===== config.mk =====
export PLATFORM = sky130hd
export DESIGN_NAME = pgalloc_ctrl
export DESIGN_NICKNAME = d
export VERILOG_FILES = /design/src/rtl/pgalloc_pkg.sv /design/src/rtl/pgalloc_ctrl.sv
export SDC_FILE = /design/constraint.sdc
export NUM_CORES = 1
export LEC_CHECK = 0
export ABC_CLOCK_PERIOD_IN_PS = 1000
export BUFFER_PORTS_ARGS = -buffer_cell sky130_fd_sc_hd__buf_2
export CAP_MARGIN = 20
export CORE_AREA = 5 5 42 44
export DETAILED_ROUTE_END_ITERATION = 7
export DIE_AREA = 0 0 47 49
export HOLD_SLACK_MARGIN = 0.15
export PLACE_DENSITY = 0.3
export SYNTH_ARGS = -nofsm -noshare
export SYNTH_HDL_FRONTEND = slang
export SYNTH_SLANG_ARGS = --single-unit

===== constraint.sdc =====
create_clock -name clock -period 1 [get_ports clock]
set_clock_uncertainty 0.2 [all_clocks]
set_input_delay 0.2 -clock clock [delete_from_list [all_inputs] [get_ports clock]]
set_output_delay 0.2 -clock clock [all_outputs]
set_load 0.01 [all_outputs]

===== src/rtl/pgalloc_pkg.sv =====
// Shared types and codes for the page allocator.
// No dependencies; imported by every module of the block.
package pgalloc_pkg;

   // request operation codes
   localparam logic [1:0] OP_ALLOC  = 2'd0;
   localparam logic [1:0] OP_FREE   = 2'd1;
   localparam logic [1:0] OP_INCREF = 2'd2;
   localparam logic [1:0] OP_QUERY  = 2'd3;

   // response status codes
   localparam logic [2:0] ST_DONE     = 3'd0;
   localparam logic [2:0] ST_NO_PAGE  = 3'd1;
   localparam logic [2:0] ST_BAD_ADDR = 3'd2;
   localparam logic [2:0] ST_IN_USE   = 3'd3;
   localparam logic [2:0] ST_FULL     = 3'd4;

   // configuration register indexes
   localparam int CSR_IDX_W  = 1;
   localparam int CSR_DATA_W = 21;
   localparam logic [CSR_IDX_W-1:0] CSR_BASE_PAGE  = 1'b0;
   localparam logic [CSR_IDX_W-1:0] CSR_LIMIT_PAGE = 1'b1;

   localparam int BASE_W   = 20;
   localparam int LIMIT_W  = 21;
   localparam int SHOWN_W  = 16;
   localparam logic [LIMIT_W-1:0] LIMIT_RESET = 21'd4096;

   typedef struct packed {
      logic [1:0]  req_type;
      logic [31:0] page_addr;
   } alloc_req_type;

   typedef struct packed {
      logic [2:0]         status;
      logic [31:0]        alloc_addr;
      logic [SHOWN_W-1:0] ref_count;
   } alloc_rsp_type;

   // controller -> datapath
   typedef struct packed {
      logic clear;
      logic accept;
      logic exec;
   } pgalloc_cmd_type;

   // datapath -> controller
   typedef struct packed {
      logic clear_last;
   } pgalloc_stat_type;

endpackage


===== src/rtl/pgalloc_ctrl.sv =====
// Controller FSM of the page allocator: clearing pass, idle, execute.
// Depends on pgalloc_pkg.
module pgalloc_ctrl
   import pgalloc_pkg::*;
(
   input  logic             clock,
   input  logic             reset,
   input  logic             start,
   input  pgalloc_stat_type stat,
   output pgalloc_cmd_type  cmd,
   output logic             busy,
   output logic             rsp_valid
);

   typedef enum logic [1:0] {
      S_CLEAR,
      S_IDLE,
      S_EXEC
   } state_type;

   state_type state_ff;
   logic      busy_ff;
   logic      rsp_valid_ff;

   always_ff @(posedge clock) begin
      if (reset) begin
         state_ff     <= S_CLEAR;
         busy_ff      <= 1'b1;
         rsp_valid_ff <= 1'b0;
      end else begin
         rsp_valid_ff <= 1'b0;
         unique case (state_ff)
            S_CLEAR: begin
               if (stat.clear_last) begin
                  state_ff <= S_IDLE;
                  busy_ff  <= 1'b0;
               end
            end
            S_IDLE: begin
               if (start) begin
                  state_ff <= S_EXEC;
                  busy_ff  <= 1'b1;
               end
            end
            S_EXEC: begin
               state_ff     <= S_IDLE;
               busy_ff      <= 1'b0;
               rsp_valid_ff <= 1'b1;
            end
            default: begin
               state_ff <= S_IDLE;
               busy_ff  <= 1'b0;
            end
         endcase
      end
   end

   assign cmd.clear  = (state_ff == S_CLEAR);
   assign cmd.accept = start && !busy_ff;
   assign cmd.exec   = (state_ff == S_EXEC);
   assign busy       = busy_ff;
   assign rsp_valid  = rsp_valid_ff;

endmodule


* After elaboration in Yosys (flattened, before gate mapping)
Index checks and enable logic that the tools add are counted.
** Storage, ports and cells
- Logic and storage cells :: 18
- Bits in registers :: 4
** Operators by class
- Reductions and logical operators :: 4
- Multiplexer cells :: 7
- Equal/unequal tests :: 4
** Operator list (count)
- two-way mux 2 bit :: 2
- != test 2 bit, second input constant :: 2
- one-hot mux 2 bit (2 select lines) :: 1
- two-way mux 1 bit :: 3
- == test 2 x 1 -> 1 bit, second input constant :: 1
- == test 2 bit, second input constant :: 1
- zero test 2 bit :: 1
- one-hot mux 1 bit (2 select lines) :: 1
- AND reduction 2 bit :: 1
- logical AND 1 bit :: 1
- zero test 1 bit :: 1

* Logic depth before layout (Yosys ltp)
Gate-level depths: netlist of run 1.
- Word-level depth :: 3
- Gate-level depth with buffers :: 2

* Worst setup path before layout of run 1
OpenSTA, ideal clock, no wires.
- Path kind :: flip-flop to output port
- Start :: reg state_ff[1]
- End :: out cmd[0] (netlist bit)
- Cell stages (with the launch flop) :: 3
- Path slack :: 18 ps
- Arrival time :: 582 ps
- Cell sequence :: dfxtp_1 > inv_1 > nor2_1
** RTL lines
- from (decl) :: RTL line pgalloc_ctrl.sv:21 : state_type state_ff;
- from (signal assigned) :: RTL line pgalloc_ctrl.sv:27 : state_ff <= S_CLEAR;
- from (signal assigned) :: RTL line pgalloc_ctrl.sv:35 : state_ff <= S_IDLE;
- from (signal assigned) :: RTL line pgalloc_ctrl.sv:41 : state_ff <= S_EXEC;
- to (decl) :: RTL line pgalloc_ctrl.sv:10 : output pgalloc_cmd_type cmd,

==> flow_summary.json, run 1 <==
{
  "status": "finished with violations",
  "failed_checks": "negative hold slack, negative setup slack",
  "grt_pass1_vias": 185,
  "routed_via_density": 3.63,
  "final_util": 0.213,
  "rsz0062_at_grt": "yes",
  "relSlewSlack": 0.897,
  "cellLeakagePower_nw": 0.136,
  "place_ws_ns": -0.0205,
  "finalHoldViolations": 2,
  "fin_cells": 48,
  "numCtsBuffers": 3,
  "n_antenna_cell": 0,
  "nets": 38,
  "grtUsageTotal": 0.0486,
  "syn_area_um2": 155,
  "critPathKind": "flip-flop to output port",
  "grt_max_degree": 8,
  "wl_um": 455,
  "finalSetupViolCount": 6,
  "synth.avg_cell_area_um2": 9.13,
  "worst_ep_arrival_time_ns": 0.82,
  "grt-ovfl-total": 0,
  "fmax_mhz": 822,
  "synth_edf_count": 0,
  "dp_hpwl_um": 312,
  "cts_root_buffer": "clkbuf_4",
  "tns_ns": -0.846,
  "ys_ff_latch": 4,
  "clk_pin_slew_ns": 0.04,
  "wire_per_inst_um": 9.48,
  "die_x_um": 47,
  "synth-async-reset-ratio": 0,
  "clock-sinks": 4,
  "r2r_slack_ns": -0.03,
  "insertion_delay_ns": 0.23,
  "ys_warn_count": 0,
  "max-cap-violations": 0,
  "drtAntennaViolNets": 0,
  "cts_buffer_depth": 2,
  "row_count": 14,
  "synth_top_area_frac": 0.516,
  "core_um2": 1400,
  "drive_gt1_frac": 0.719,
  "gr-usage-met2": 0.0452,
  "initial_utilization": 0.111,
  "end_kind": "output port",
  "crit_path_start": "state_ff[1]",
  "syn_nets": 21,
  "power.total_uw": 461,
  "rr_startpoint": "busy",
  "startpoint_type": "flip-flop",
  "num_io_pins": 9,
  "synth_seq_area_share": 0.516,
  "cts_htree_levels": 1,
  "die_area_um2": 2300,
  "tightest_slew_ns": 0.154,
  "hp-class": "input port to flip-flop",
  "die_h_um": 49,
  "power.ir.vdd_worst_uv": 640,
  "drc": 0,
  "synthToLayoutAreaGrowth_pct": 91.9,
  "synthTopCellsByCount": "dfxtp_1 (4), nand2b_1 (3), inv_1 (2), nor2_1 (2)",
  "p_per_area_nw_per_um2": 1550,
  "worst_slack_ns": -0.216,
  "yosysMostFrequentCell": "dfxtp_1",
  "portBuffers": 8,
  "dp_cells": 43,
  "grt_pass1_wl_um": 745,
  "reg2reg_to": "busy",
  "gp_congestion": 0.708,
  "busiest_layer": "met3",
  "grt_util_met1": 0.0551,
  "yosys.area.top_type": "dfxtp_1",
  "cts_tree": "yes",
  "drtIter0Drc": 0,
  "whs_ns": -0.0537,
  "final.period_utilization": 1.22,
  "via_count": 174,
  "placed_cell_area_um2": 230,
  "ys_top_cells_by_area": "dfxtp_1 (52%), nand2b_1 (12%), and4_2 (6.5%)",
  "synthFlopType": "dfxtp_1",
  "syn_inst": 17,
  "met3_usage": 0.0775,
  "finalMaxSlewViolations": 0,
  "crit_fanout": 3,
  "ys_types": 10,
  "final_cell_area_um2": 298,
  "r2r_cells": 3,
  "endpoint": "cmd[0]",
  "min_period_ns": 1.22,
  "drt-pass1-iter-count": 1,
  "required_ns": 0.60,
  "antenna_found_initial": 0
}
[worst max-delay path, cell delays in order (launching register included)]
cell	delay (ns)
dfxtp_2	0.35
inv_2	0.04
nor2_1	0.06
buf_2	0.13
[power by group]
| part | internal (mW) | leakage [nW] | total, mW | switching [mW] |
|---|---|---|---|---|
| Clock | 0.134 | 0.0138 | 0.200 | 0.0662 |
| Combinational | 0.0450 | 0.0885 | 0.0770 | 0.0319 |
| Sequential | 0.172 | 0.0339 | 0.184 | 0.0116 |
[logic make-up after synthesis]
| family | synth area share |
|---|---|
| flops | 0.516 |
| buf+inv | 0.0484 |
| compound gates | 0.129 |
| simple gates | 0.306 |
[cell type report]
cell class                      instances  area (um2)
Inverter                                2        7.51
Sequential cell                         4        85.1
Timing Repair Buffer                   12        86.3
Multi-Input combinational cell         11        76.3
Tap cell                               16        20.0
Clock buffer                            3        22.5
Fill cell                             166        1100
[per-layer routing]
metal / vias to the layer above / routed length [um]
li1: 88 / -
met1: 77 / 192
met2: 9 / 168
met3: 0 / 94
met4: 0 / 0
met5: - / 0
[cells in the final DEF (no fill, tap or decap)]
cell and instances:
a31oi_1 1, and4_2 1, buf_2 6, buf_4 3, buf_6 3, clkbuf_4 3
dfxtp_2 4, inv_1 1, inv_2 1, nand2b_1 3, nor2_1 1, nor2_2 1
nor2b_1 1, nor3_1 1, o21ai_1 1, o221ai_2 1
[worst min path at each step]
stage               cells past startpoint           to  slack [ns]   from
global placement                        2    rsp_valid        0.20  reset
CTS                                     2  state_ff[0]       -0.06  reset
floorplan                               1  state_ff[0]        0.07  reset
finish                                  2  state_ff[0]       -0.05  reset
global route                            2    rsp_valid       -0.04  reset
detailed placement                      2  state_ff[0]        0.19  reset
[state kept, by name (all words and copies together), names as in the netlist]
name and cells:
rsp_valid 1, busy 1, state_ff 2
[repair_timing]
| action | in CTS | in global routing |
|---|---|---|
| gates resized for setup | 5 | 5 |
| pin swaps | 3 | 0 |
| buffers inserted | 1 | 1 |
| hold endpoints to repair | 4 | 4 |
| endpoints found under the setup margin | 8 | 7 |
(Power assumes the default switching activity.)
==> run 2: changes to the inputs <==
--- a/config.mk
+++ b/config.mk
@@ -8,11 +8,12 @@
 export ABC_CLOCK_PERIOD_IN_PS = 1000
 export BUFFER_PORTS_ARGS = -buffer_cell sky130_fd_sc_hd__buf_2
 export CAP_MARGIN = 20
-export CORE_AREA = 5 5 42 44
+export CORE_AREA = 2 2 39 41
 export DETAILED_ROUTE_END_ITERATION = 7
-export DIE_AREA = 0 0 47 49
+export DIE_AREA = 0 0 41 43
 export HOLD_SLACK_MARGIN = 0.15
 export PLACE_DENSITY = 0.3
+export RECOVER_POWER = 25
 export SYNTH_ARGS = -nofsm -noshare
 export SYNTH_HDL_FRONTEND = slang
 export SYNTH_SLANG_ARGS = --single-unit
==> flow_summary.json, run 2 (synthesized netlist as in run 1, its figures left out) <==
{
  "status": "finished with violations",
  "failed_checks": "negative hold slack, negative setup slack",
  "min_period_ns": 1.22,
  "drc": 0,
  "grt_max_degree": 6,
  "final_util": 0.226,
  "final_cell_area_um2": 313,
  "placed_cell_area_um2": 230,
  "die_area_um2": 1760,
  "intPower_uw": 359,
  "drtIter0Drc": 1,
  "hp-class": "input port to flip-flop",
  "finalHoldViolations": 2,
  "end_kind": "output port",
  "required_ns": 0.60,
  "synthToLayoutAreaGrowth_pct": 102,
  "wire_per_inst_um": 9.63,
  "worst_slack_ns": -0.220,
  "p_switching_uw": 111,
  "fmax_mhz": 820,
  "max-cap-violations": 0,
  "wl_um": 462,
  "clk_pin_slew_ns": 0.04,
  "drive_gt1_frac": 0.750,
  "n_antenna_cell": 0,
  "cts_root_buffer": "clkbuf_4",
  "num_io_pins": 9,
  "grt-ovfl-total": 0,
  "finalMaxSlewViolations": 0,
  "grt_pass1_vias": 178,
  "final_cell_mix": "buf_2 (7), clkbuf_4 (3), buf_6 (3)",
  "power.ir.vdd_worst_uv": 598,
  "power_frac_clock": 0.420,
  "p_per_area_nw_per_um2": 1500,
  "tightest_slew_ns": 0.148,
  "row_count": 14,
  "tns_ns": -0.732,
  "portBuffers": 8,
  "cellLeakagePower_nw": 0.142,
  "top_register": "state_ff",
  "relSlewSlack": 0.900,
  "startpoint_type": "flip-flop",
  "cts_buffer_depth": 2,
  "drtAntennaViolNets": 0,
  "p_seq_frac": 0.382,
  "nets": 38,
  "gp_congestion": 0.694,
  "grtUsageTotal": 0.0743,
  "rsz0062_at_grt": "yes",
  "drt-pass1-iter-count": 2,
  "routed_via_density": 3.92,
  "clock-sinks": 4,
  "power.total_uw": 470,
  "finalSetupViolCount": 6,
  "critPathKind": "flip-flop to output port",
  "largest_reg_flops": 2,
  "die_h_um": 43,
  "initial_utilization": 0.112,
  "cts_tree": "yes",
  "whs_ns": -0.0500,
  "final.period_utilization": 1.22,
  "insertion_delay_ns": 0.23,
  "die_x_um": 41,
  "crit_fanout": 3,
  "worst_ep_arrival_time_ns": 0.82,
  "antenna_found_initial": 0,
  "pwr-share-comb": 0.198,
  "sw_frac_of_total": 0.237,
  "numCtsBuffers": 3,
  "cts_htree_levels": 1,
  "via_count": 188,
  "core_um2": 1380,
  "mostFrequentLayoutCell": "buf_2",
  "fill_cells": 164,
  "grt_pass1_wl_um": 738
}
-- run 2: cell counts in the layout (fill, tap and decap cells not counted) --
No cell type changed its count.
-- run 2: critical path, cell delays in order, from the launching register on --
cell and delay, ns:
dfxtp_2 0.34, inv_2 0.04, nor2_1 0.08, buf_2 0.13
-- run 2: power by group through the flow --
stage | clock network [mW] | registers, mW | logic (mW)
5_1_grt | 0.231 | 0.182 | 0.101
3_5_place_dp | 0 | 0.183 | 0.0515
3_3_place_gp | 0 | 0.182 | 0.0520
2_1_floorplan | 0 | 0.183 | 0.0234
6_report | 0.197 | 0.180 | 0.0931
4_1_cts | 0.209 | 0.180 | 0.0815
-- run 2: metrics by stage --
step | instances | hold slack, ns | worst slack [ns]
4_1_cts | 48 | -0.0583 | -0.230
6_report | 48 | -0.0500 | -0.220
3_5_place_dp | 43 | 0.200 | -0.0255
2_1_floorplan | 17 | 0.0694 | 0.0182
5_1_grt | 48 | -0.0574 | -0.279
3_3_place_gp | 43 | 0.196 | -0.0188
-- run 2: path summary, 6_finish.rpt --
kind / start / end / slack [ns] / cells past startpoint
worst max register to register: busy / busy / -0.02 / 3
worst min register to register: state_ff[0] / rsp_valid / 0.35 / 2
worst min-delay path: reset / state_ff[0] / -0.05 / 2
worst max-delay path: state_ff[1] / cmd[0] / -0.22 / 3
-- run 2: layout make-up --
type / instances / area, um2 / area share
Multi-Input combinational cell: 11 / 92.6 / 0.296
Sequential cell: 4 / 86.3 / 0.276
Timing Repair Buffer: 12 / 83.8 / 0.268
Clock buffer: 3 / 22.5 / 0.0720
Tap cell: 16 / 20.0 / 0.0640
Inverter: 2 / 7.51 / 0.0240
-- run 2: metal layers --
metal	wire length, um	part of all wire	track usage
met1	196	0.42	0.0675
met2	201	0.44	0.0813
met3	55	0.12	0.0628
met4	8	0.017	0.100
met5	0	0	0
-- run 2: repair_timing --
item / CTS / global route
pin swaps: 4 / 4
resized for setup: 9 / 4
setup endpoints to repair: 7 / 8
hold endpoints to repair: 4 / 4
buffers inserted: 3 / 1
==> run 3: changes to the inputs <==
--- a/config.mk
+++ b/config.mk
@@ -14,6 +14,7 @@
 export HOLD_SLACK_MARGIN = 0.15
 export PLACE_DENSITY = 0.3
 export RECOVER_POWER = 25
+export SKIP_LAST_GASP = 1
 export SYNTH_ARGS = -nofsm -noshare
 export SYNTH_HDL_FRONTEND = slang
 export SYNTH_SLANG_ARGS = --single-unit
==> flow_summary.json, run 3 (synthesized netlist as in run 1, its figures left out) <==
{
  "nets": 38,
  "grt_pass1_vias": 178,
  "cts_root_buffer": "clkbuf_4",
  "wire_per_inst_um": 9.21,
  "power.total_uw": 465,
  "n_antenna_cell": 0,
  "clock-sinks": 4,
  "routed_via_density": 3.85,
  "finalSetupViolCount": 6,
  "cellLeakagePower_nw": 0.139,
  "drtAntennaViolNets": 0,
  "finalMaxSlewViolations": 0,
  "crit_slowest_cell": "dfxtp_2",
  "relSlewSlack": 0.901,
  "core_um2": 1380,
  "row_count": 14,
  "final_util": 0.221,
  "required_ns": 0.60,
  "via_count": 185,
  "worst_ep_arrival_time_ns": 0.82,
  "largest_reg_flops": 2,
  "wl_um": 442,
  "p_per_area_nw_per_um2": 1520,
  "top_register": "state_ff",
  "cpPeakStageDelay_ns": 0.34,
  "finalHoldViolations": 2,
  "grt_max_degree": 6,
  "fmax_mhz": 820,
  "max-cap-violations": 0,
  "grtUsageTotal": 0.0743,
  "drc": 0,
  "cts_tree": "yes",
  "status": "finished with violations",
  "grt-ovfl-total": 0,
  "synthToLayoutAreaGrowth_pct": 96.8,
  "crit_chain": "inv_2 > nor2_1 > buf_2",
  "crit_path_start": "state_ff[1]",
  "numCtsBuffers": 3,
  "hold_start": "reset",
  "final_cell_mix": "buf_2 (7), clkbuf_4 (3), buf_6 (3)",
  "failed_checks": "negative hold slack, negative setup slack",
  "startpoint_type": "flip-flop",
  "gp_congestion": 0.694,
  "crit_fanout": 3,
  "clk_pin_slew_ns": 0.04,
  "cts_buffer_depth": 2,
  "hp-class": "input port to flip-flop",
  "grt_pass1_wl_um": 738,
  "rr_startpoint": "busy",
  "cts_htree_levels": 1,
  "insertion_delay_ns": 0.23,
  "whs_ns": -0.0500,
  "initial_utilization": 0.112,
  "power.ir.vdd_worst_uv": 596,
  "mostFrequentLayoutCell": "buf_2",
  "end_kind": "output port",
  "fin_cells": 48,
  "critPathKind": "flip-flop to output port",
  "portBuffers": 8,
  "drtIter0Drc": 2,
  "die_area_um2": 1760,
  "min_period_ns": 1.22,
  "drive_gt1_frac": 0.719,
  "drt-pass1-iter-count": 4,
  "dp_cells": 43,
  "num_io_pins": 9,
  "final.period_utilization": 1.22,
  "critPathTopFamily": "flip-flops",
  "tightest_slew_ns": 0.148,
  "die_x_um": 41,
  "antenna_found_initial": 0,
  "crit_buf_inv": 2,
  "rsz0062_at_grt": "yes",
  "fill_cells": 163,
  "worst_slack_ns": -0.220,
  "die_h_um": 43
}
-- run 3: path summary, 6_finish.rpt --
path | end | slack (ns) | cells after the start
hold reg to reg | rsp_valid | 0.34 | 2
hold / removal | state_ff[0] | -0.05 | 2
setup reg to reg | busy | -0.02 | 3
setup / recovery | cmd[0] | -0.22 | 3
-- run 3: area by class of cell --
cell class	count	area, um2	share of cell area
Sequential cell	4	86.3	0.283
Multi-Input combinational cell	11	85.1	0.279
Timing Repair Buffer	12	83.8	0.275
Clock buffer	3	22.5	0.0738
Tap cell	16	20.0	0.0656
Inverter	2	7.51	0.0246
-- run 3: metrics by stage --
step           setup slack (ns)  setup TNS, ns  instance area, um2
6_report                 -0.220         -0.743                 305
5_1_grt                  -0.279          -1.06                 305
3_5_place_dp            -0.0255        -0.0329                 230
4_1_cts                  -0.230         -0.806                 298
2_1_floorplan            0.0182              0                 155
3_3_place_gp            -0.0188        -0.0362                 230
-- run 3: where the power goes --
group | leakage (nW) | switching, mW | internal [mW]
Sequential | 0.0337 | 0.00901 | 0.171
Clock | 0.0138 | 0.0635 | 0.134
Combinational | 0.0912 | 0.0375 | 0.0502
-- run 3: worst register-to-register path, stage by stage (launching register included) --
cell and delay, ns:
dfxtp_2 0.33, buf_6 0.12, o21ai_2 0.14, o221ai_2 0.11
-- run 3: what timing repair did --
action                                  in CTS  in global routing
gates resized for setup                      9                  3
buffers inserted                             3                  1
endpoints found under the hold margin        4                  4
endpoints found under the setup margin       7                  8
pin swaps                                    3                  4
-- run 3: routing by layer --
| layer | routed length [um] | share of wire | vias to the layer above | global-route usage |
|---|---|---|---|---|
| li1 | - | - | 90 | - |
| met1 | 188 | 0.43 | 85 | 0.0675 |
| met2 | 187 | 0.42 | 8 | 0.0813 |
| met3 | 53 | 0.12 | 2 | 0.0628 |
| met4 | 12 | 0.027 | 0 | 0.100 |
| met5 | 0 | 0 | - | 0 |
